`config.mk`:
```
export PLATFORM = sky130hd
export DESIGN_NAME = c3e_col_cell
export DESIGN_NICKNAME = d
export VERILOG_FILES = /design/src/hdl/c3e_pkg.sv /design/src/hdl/c3e_col_cell.sv
export SDC_FILE = /design/constraint.sdc
export NUM_CORES = 1
export LEC_CHECK = 0
export BUFFER_PORTS_ARGS = -buffer_cell sky130_fd_sc_hd__buf_4
export CAP_MARGIN = 20
export CORE_MARGIN = 5
export CORE_UTILIZATION = 42
export DETAILED_ROUTE_END_ITERATION = 8
export GPL_ROUTABILITY_DRIVEN = 1
export PLACE_DENSITY_LB_ADDON = 0.05
export SLEW_MARGIN = 20
export SYNTH_ARGS = -nofsm -noshare
export SYNTH_HDL_FRONTEND = slang
export SYNTH_SLANG_ARGS = --single-unit
export TNS_END_PERCENT = 100
```
`constraint.sdc`:
```
create_clock -name clk -period 0.85 [get_ports clk]
set_input_delay 0.0425 -clock clk [delete_from_list [all_inputs] [get_ports clk]]
set_output_delay 0.0425 -clock clk [all_outputs]
set_load 0.005 [all_outputs]
```
`src/hdl/c3e_pkg.sv`:
```
// Shared types and constants for the 3x3 clamped-edge averaging convolution.
// No dependencies; used by every module under hdl/.
`timescale 1ns / 1ps

package c3e_pkg;

  localparam int MAX_WIDTH   = 1024;
  localparam int COL_W       = $clog2(MAX_WIDTH);
  localparam int WID_W       = 11;
  localparam int ROW_W       = 16;
  localparam int PIX_W       = 16;
  localparam int NTAPS       = 9;
  localparam int FRAC_BITS   = 14;
  localparam int RECIP_SHIFT = 26;
  localparam int RECIP_W     = 23;
  // ceil(2^26 / 9): exact floor division by 9 for magnitudes below 2^21
  localparam logic [RECIP_W-1:0] RECIP_NINE = 23'd7456541;

  typedef logic signed [PIX_W-1:0] pix_t;

  typedef enum logic [2:0] {
    CFG_WIDTH       = 3'd0,
    CFG_HEIGHT      = 3'd1,
    CFG_KEEP_TOP    = 3'd2,
    CFG_KEEP_BOTTOM = 3'd3,
    CFG_KEEP_LEFT   = 3'd4,
    CFG_KEEP_RIGHT  = 3'd5
  } cfg_idx_t;

  typedef struct packed {
    logic [ROW_W-1:0] row;
    logic [COL_W-1:0] col;
    logic             run_last;
    logic             frame_last;
  } res_meta_t;

endpackage

```
`src/hdl/c3e_col_cell.sv`:
```
// One column cell of the 3x3 window: three pixels, handed on to the next cell
// on every shift. Depends on c3e_pkg.
`timescale 1ns / 1ps

module c3e_col_cell (
  input  logic          clk,
  input  logic          shift_en,
  input  c3e_pkg::pix_t d_in [3],
  output c3e_pkg::pix_t q    [3]
);

  c3e_pkg::pix_t col_r [3];

  always_ff @(posedge clk) begin
    if (shift_en) begin
      col_r <= d_in;
    end
  end

  assign q = col_r;

endmodule

```
## Word-level counts from Yosys, hierarchy flattened

Cells that the tools add are included.
W data, S select, Z words.

| word-level totals | value |
|---|---|
| bits in registers | 48 |
| input port bits | 50 |
| output and inout bits | 48 |

## Logic depth before layout (Yosys ltp)

Gate-level depths: netlist of run 1.

| logic depth | value |
|---|---|
| word-level depth | 0 |
| depth in mapped cells | 0 |

## Worst setup path before layout of run 1

No wires, ideal clock.

| timing path | value |
|---|---|
| kind | register to output |
| start | register col_r (netlist bit q[0]) |
| end | output q[0] (netlist name) |
| data arrival time | 0.355 ns |
| data required time | 0.808 ns |
| slack | 0.452 ns |
| stages on the path, launching flop included | 1 |
| buffers on the path | 0 |
| cells stage by stage | edfxtp_1 |

RTL lines:

| element | line | source |
|---|---|---|
| from (decl) | c3e_col_cell.sv:12 | `c3e_pkg::pix_t col_r [3];` |
| from (signal assigned) | c3e_col_cell.sv:16 | `col_r <= d_in;` |
| to (decl) | c3e_col_cell.sv:9 | `output c3e_pkg::pix_t q [3]` |

No word-level cell between the ends.

## Final worst setup path of run 1

| timing path | value |
|---|---|
| start | register col_r (netlist bit q[15]) |
| end | output q[15] (netlist name) |

No word-level cell between the ends.

==> results.yml, run 1 <==
route:
  wire_per_inst_um: 15.3
  route.detailed.drc: 0
  detail_route.wirelength_mm: 3.81
  ant_nets: 0
  vias_per_cell: 4.22
  dr.pass1.iters: 4
  dr.first_iter.drc_count: 43
  vias: 1051
cells_and_area:
  layout_common_cells: "buf_4 (76), dlygate4sd3_1 (48), edfxtp_1 (48)"
  multi_input_area_sq_um: 0
  finalCoreUtilization_pct: 87.0
  largest_reg_flops: 48
  antenna_cells: 0
  syn2layout_area_growth_pct: 101
  drive_above_1_share_pct: 52.2
  layout.nets: 252
  fillCellCount: 154
  nMultiInputCombCells: 0
  final_common_cell: "buf_4"
grt:
  grt_overflow: 0
  grt_pass1_wl_mm: 5.20
  grt_antenna_before_repair: 0
  grt_usage_pct: 16.3
  grt_pass1_vias: 1098
  grt_start_max_net_pins: 27
timing:
  holdWs_ns: 0.115
  fin_setup_tns_ns: -3.22
  fin_crit_sh_pct: 111
  fin_crit_ns: 0.943
  hold_viol: 0
  max_freq_mhz: 1060
  relSlewSlack_pct: 91.1
  finalMaxSlewViolations: 0
  setup_violations: 48
  worst_pin_slew_ns: 0.134
  grt_setup_unrepaired: "true"
  fin_ws_ns: -0.0929
critical_path:
  path_class: "reg -> out"
  crit_fanout: 1
  critPathTopFamily: "flip-flops"
  cp-start-kind: "register"
  worst_ep_required_time_ns: 0.81
  slowest_delay_ns: 0.42
  crit_path_end_kind: "output port"
  crit_slowest_cell: "edfxtp_1"
  critPathBufInv: 1
  crit_chain: "buf_6"
  worst_ep_arrival_time_ns: 0.90
clock_network:
  cts.clk_slew.worst_paths_ns: 0.13
  clk_path_buf_depth: 2
  numClockSinks: 48
  cts_buffers: 5
  cts_tree: "built"
  cts_setup_buffers: 0
  cts-htree-levels: 2
  root_buffer: "clkbuf_4"
die:
  dieArea_sq_mm: 0.00470
  rows: 21
  initial_core_util_pct: 43.2
  die_x_um: 68.6
  pin_count: 98
  core_region_area_sq_mm: 0.00334
  die_h_um: 68.6
synthesis:
  synth_top_area_share_pct: 100
  synth.avg_cell_area_sq_um: 30.0
  yosys.area.top_type: "edfxtp_1"
  synth_area_sq_mm: 0.00144
  synth_top_cells_by_area: "edfxtp_1 (100%)"
  synth-seq-area-share_pct: 100
  ys_seq_elements: 48
  netlist_instances: 48
  syn_nets: 98
  synthDistinctLibCells: 1
  yosys_warnings: 0
run:
  cap_violations: 0
status:
  violations: "setup timing"
  outcome: "complete, but fails checks"
placed_design:
  numPortBuffers: 97
  post-place-ws_ns: 0.198
  gp_congestion: 0.684
power:
  pwr_density_cell_mw_per_mm2: 1690
  vdd_ir_drop_max_mv: 1.74
  p_switching_w: 0.000922
  seq_power_share_pct: 58.7
  internal-power_w: 0.00398
  finalPower_w: 0.00490
  pwr-share-clk_pct: 25.6
  leakage_nw: 1.22
  swShare_pct: 18.8
  combPwrFrac_pct: 15.7
worst_hold_path:
  min_path_type: "in -> reg"
==> layout make-up <==
type	count	area [sq um]	area share [%]
flip-flops and latches	48	1440	49.7
repair buffers	147	1330	45.7
clock buffers	6	41.3	1.42
clock inverters	2	35.0	1.21
well taps	46	57.6	1.98
==> cell families (layout without fill, tap and decap cells) <==
logic type	count (synthesis)	after routing	share of synthesized area, %
DFF	48	48	100
buffers and inverters	0	155	0
==> worst paths after layout <==
path / from / to / slack, ns / depth (start not counted)
min: shift_en / q[18] / 0.11 / 2
max: q[15] / q[15] / -0.09 / 1
==> per-stage QoR <==
step                      cell area [sq um]  std cells
after detailed placement               2270        193
after CTS                              2840        249
after global placement                 2270        193
after global routing                   2900        249
final                                  2900        249
after floorplan                        1440         48
==> per-layer routing <==
| layer | wire (um) | global-route usage (%) |
|---|---|---|
| met1 | 1260 | 16.1 |
| met2 | 2050 | 28.6 |
| met3 | 491 | 9.40 |
| met4 | 16 | 5.21 |
| met5 | 0 | 0 |
==> power by group through the flow <==
| stage | Combinational (W) | Sequential [W] | Clock, W |
|---|---|---|---|
| finish | 0.000767 | 0.00288 | 0.00126 |
| global route | 0.000821 | 0.00289 | 0.00144 |
| CTS | 0.000724 | 0.00286 | 0.00130 |
| detailed placement | 0.000542 | 0.00291 | 0 |
| global placement | 0.000535 | 0.00291 | 0 |
| floorplan | 0 | 0.00294 | 0 |
==> cell usage after synthesis <==
cell type	count
edfxtp_1	48
==> repair_timing <==
item	CTS	global route
hold buffers	48	0
endpoints found under the setup margin	48	48
hold endpoints to repair	48	0
gates resized for setup	3	18
(Power assumes the default switching activity.)
==> run 2: changes to the inputs <==
==> constraint.sdc (replaced) <==
create_clock -name clk -period 0.85 [get_ports clk]
set_input_delay 0.0425 -clock clk [delete_from_list [all_inputs] [get_ports clk]]
set_output_delay 0.0425 -clock clk [all_outputs]
set_load 0.02 [all_outputs]
==> results.yml, run 2 (synthesis results as in run 1) <==
cells_and_area:
  antenna_cells: 0
  drive_above_1_share_pct: 52.2
  largest_reg_flops: 48
  finalCoreUtilization_pct: 90.0
  final_common_cell: "buf_4"
  syn2layout_area_growth_pct: 108
  layout_common_cells: "buf_4 (49), dlygate4sd3_1 (48), buf_6 (48), edfxtp_1 (48), clkbuf_4 (5)"
  nMultiInputCombCells: 0
  post-route-cell-area_sq_mm: 0.00300
  multi_input_area_sq_um: 0
  layout.nets: 252
critical_path:
  critPathLaunch: "q[31]"
  crit_slowest_cell: "edfxtp_1"
  crit_fanout: 1
  cp-endpoint: "q[31]"
  cp.depth: 1
  path_class: "reg -> out"
  cp-start-kind: "register"
  slowest_delay_ns: 0.43
  critPathBufInv: 1
  worst_ep_arrival_time_ns: 0.94
  crit_path_end_kind: "output port"
  critPathTopFamily: "flip-flops"
  worst_ep_required_time_ns: 0.81
  crit_chain: "buf_6"
route:
  wire_per_inst_um: 16.7
  vias: 1078
  dr.first_iter.drc_count: 29
  route.detailed.drc: 0
  ant_nets: 0
  vias_per_cell: 4.33
  detail_route.wirelength_mm: 4.16
  dr.pass1.iters: 4
timing:
  finalMaxSlewViolations: 0
  fin_crit_sh_pct: 115
  fin_setup_tns_ns: -4.40
  fin_ws_ns: -0.129
  grt_setup_unrepaired: "true"
  max_freq_mhz: 1020
  relSlewSlack_pct: 90.6
  fin_crit_ns: 0.979
  hold_viol: 0
  worst_pin_slew_ns: 0.140
  setup_violations: 48
grt:
  grt_start_max_net_pins: 27
  grt_pass1_wl_mm: 5.60
  grt_overflow: 0
  grt_usage_pct: 17.8
  grt_antenna_before_repair: 0
  grt_pass1_vias: 1152
status:
  violations: "setup timing"
  outcome: "complete, but fails checks"
worst_hold_path:
  min_path_type: "in -> reg"
  hold_depth: 2
clock_network:
  clk_path_buf_depth: 2
  cts_setup_buffers: 0
  cts-htree-levels: 2
  numClockSinks: 48
  cts_buffers: 5
  cts.clk_slew.worst_paths_ns: 0.13
  root_buffer: "clkbuf_4"
  cts_tree: "built"
die:
  rows: 21
  pin_count: 98
  die_x_um: 68.6
  core_region_area_sq_mm: 0.00334
  initial_core_util_pct: 43.2
  die_h_um: 68.6
  dieArea_sq_mm: 0.00470
power:
  combPwrFrac_pct: 20.1
  p_switching_w: 0.00118
  internal-power_w: 0.00406
  pwr-share-clk_pct: 24.5
  leakage_nw: 1.26
  seq_power_share_pct: 55.4
  pwr_density_cell_mw_per_mm2: 1740
  vdd_ir_drop_max_mv: 1.38
  swShare_pct: 22.6
placed_design:
  numPortBuffers: 97
  placed_area_sq_mm: 0.00227
  gp_congestion: 0.683
run:
  cap_violations: 0
[run 2: changes by cell type in the layout (fill, tap and decap cells not counted)]
cell,previous run,this run
buf_4,76,49
buf_6,21,48
[run 2: area by class of cell]
| cell class | instances | area (sq um) |
|---|---|---|
| flip-flops and latches | 48 | 1440 |
| repair buffers | 147 | 1430 |
| fillers | 131 | 333 |
| well taps | 46 | 57.6 |
| clock buffers | 6 | 41.3 |
| clock inverters | 2 | 35.0 |
[run 2: routing by layer]
layer | wire length [um] | up-vias | share of wire [%] | track usage, %
li1 | - | 502 | - | -
met1 | 1300 | 511 | 31 | 16.0
met2 | 2370 | 60 | 57 | 33.5
met3 | 465 | 5 | 11 | 8.27
met4 | 34 | 0 | 0.82 | 7.44
met5 | 0 | - | 0 | 0
[run 2: metrics by stage]
| step | instances | setup WS (ns) | hold WS, ns | power [W] |
|---|---|---|---|---|
| floorplan | 48 | 0.358 | 0.141 | 0.00316 |
| global placement | 193 | 0.206 | 0.221 | 0.00366 |
| detailed placement | 193 | 0.193 | 0.222 | 0.00367 |
| CTS | 249 | -0.135 | 0.0933 | 0.00524 |
| global route | 249 | -0.179 | 0.0933 | 0.00546 |
| finish | 249 | -0.129 | 0.108 | 0.00524 |
[run 2: power groups by stage]
| stage | clock [W] | sequential [W] | combinational (W) |
|---|---|---|---|
| detailed placement | 0 | 0.00291 | 0.000758 |
| CTS | 0.00132 | 0.00289 | 0.00103 |
| finish | 0.00128 | 0.00290 | 0.00105 |
| floorplan | 0 | 0.00316 | 0 |
| global route | 0.00144 | 0.00292 | 0.00110 |
| global placement | 0 | 0.00291 | 0.000752 |
[run 2: how the worst min path moves through the flow]
| stage | end | from | slack [ns] |
|---|---|---|---|
| final | q[2] | shift_en | 0.11 |
| after CTS | q[2] | shift_en | 0.09 |
| after global routing | q[6] | shift_en | 0.09 |
| after floorplan | q[0] | d_in[0] | 0.14 |
| after global placement | q[14] | d_in[14] | 0.22 |
| after detailed placement | q[35] | d_in[35] | 0.22 |
[run 2: timing repair]
action,CTS,global route
pin swaps,0,0
cloned,0,0
endpoints found under the hold margin,48,0
endpoints found under the setup margin,48,48
hold buffers,48,0
resized for setup,43,5
==> run 3: changes to the inputs <==
RECOVER_POWER = 25   (was default)
==> results.yml, run 3 (synthesis results as in run 1) <==
status:
  outcome: "complete, but fails checks"
  violations: "setup timing"
power:
  pwr_density_cell_mw_per_mm2: 1760
  seq_power_share_pct: 55.7
  pwr-share-clk_pct: 24.6
  combPwrFrac_pct: 19.8
  leakage_nw: 1.24
  internal-power_w: 0.00404
  swShare_pct: 22.6
  vdd_ir_drop_max_mv: 1.35
  p_switching_w: 0.00118
timing:
  max_freq_mhz: 1020
  worst_pin_slew_ns: 0.615
  grt_setup_unrepaired: "true"
  fin_setup_tns_ns: -4.34
  setup_violations: 48
  fin_crit_ns: 0.977
  hold_viol: 0
  fin_crit_sh_pct: 115
  relSlewSlack_pct: 59.0
  finalMaxSlewViolations: 0
  fin_ws_ns: -0.127
cells_and_area:
  syn2layout_area_growth_pct: 106
  fillCellCount: 135
  layout_common_cells: "dlygate4sd3_1 (48), buf_4 (48), buf_6 (48), edfxtp_1 (48), clkbuf_4 (5)"
  antenna_cells: 0
  multi_input_area_sq_um: 0
  drive_above_1_share_pct: 51.7
  largest_reg_flops: 48
  nMultiInputCombCells: 0
  post-route-cell-area_sq_mm: 0.00297
  finalCoreUtilization_pct: 89.0
  layout.nets: 252
  final-seq-area_sq_mm: 0.00144
grt:
  grt_start_max_net_pins: 27
  grt_usage_pct: 17.8
  grt_antenna_before_repair: 0
  grt_overflow: 0
  grt_pass1_wl_mm: 5.60
  grt_pass1_vias: 1152
route:
  vias_per_cell: 4.32
  dr.first_iter.drc_count: 34
  ant_nets: 0
  vias: 1076
  dr.pass1.iters: 4
  route.detailed.drc: 0
  detail_route.wirelength_mm: 4.14
  top_layer_used: "met4"
  wl_met1_mm: 1.27
  dr_wl_met3_um: 469
  dr_wl_met2_mm: 2.37
  wire_per_inst_um: 16.6
critical_path:
  path_class: "reg -> out"
  critPathTopFamily: "flip-flops"
  crit_fanout: 1
  crit_path_end_kind: "output port"
  crit_chain: "buf_6"
  critPathBufInv: 1
  slowest_delay_ns: 0.43
  cp-start-kind: "register"
  worst_ep_required_time_ns: 0.81
  crit_slowest_cell: "edfxtp_1"
  worst_ep_arrival_time_ns: 0.93
die:
  dieArea_sq_mm: 0.00470
  rows: 21
  pin_count: 98
  initial_core_util_pct: 43.2
  die_x_um: 68.6
  die_h_um: 68.6
  core_region_area_sq_mm: 0.00334
clock_network:
  numClockSinks: 48
  cts.clk_slew.worst_paths_ns: 0.13
  cts_buffers: 5
  cts_tree: "built"
  root_buffer: "clkbuf_4"
  cts-htree-levels: 2
  clk_path_buf_depth: 2
worst_hold_path:
  min_path_type: "in -> reg"
placed_design:
  placed_area_sq_mm: 0.00227
  numPortBuffers: 97
  gp_congestion: 0.683
run:
  cap_violations: 0
[run 3: timing repair]
action / CTS / global route
buffers inserted: 0 / 0
resized for setup: 43 / 5
endpoints found under the setup margin: 48 / 48
hold buffers: 48 / 0
endpoints found under the hold margin: 48 / 0
[run 3: per-stage QoR]
stage	power (W)	setup WS, ns	hold WS [ns]	cells
2_1_floorplan	0.00316	0.358	0.141	48
3_3_place_gp	0.00366	0.206	0.221	193
3_5_place_dp	0.00367	0.193	0.222	193
4_1_cts	0.00524	-0.135	0.0933	249
5_1_grt	0.00544	-0.179	0.369	249
6_report	0.00522	-0.127	0.395	249
[run 3: power groups by stage]
stage | sequential [W] | clock, W | combinational (W)
5_1_grt | 0.00292 | 0.00144 | 0.00108
2_1_floorplan | 0.00316 | 0 | 0
4_1_cts | 0.00289 | 0.00132 | 0.00103
6_report | 0.00290 | 0.00128 | 0.00103
3_5_place_dp | 0.00291 | 0 | 0.000758
3_3_place_gp | 0.00291 | 0 | 0.000752
[run 3: area by class of cell]
class / count / area share (%)
repair buffers: 147 / 47.0
flip-flops and latches: 48 / 48.5
clock buffers: 6 / 1.39
clock inverters: 2 / 1.18
well taps: 46 / 1.94
[run 3: final timing paths]
path                 start    end  slack [ns]  cells after the start
hold / removal    shift_en   q[2]        0.40                      2
setup / recovery     q[31]  q[31]       -0.13                      1
[run 3: layer usage]
metal	GRT usage, %	vias up
met5	0	-
met4	7.44	0
met3	8.27	5
met2	33.5	60
met1	16.0	510
li1	-	501
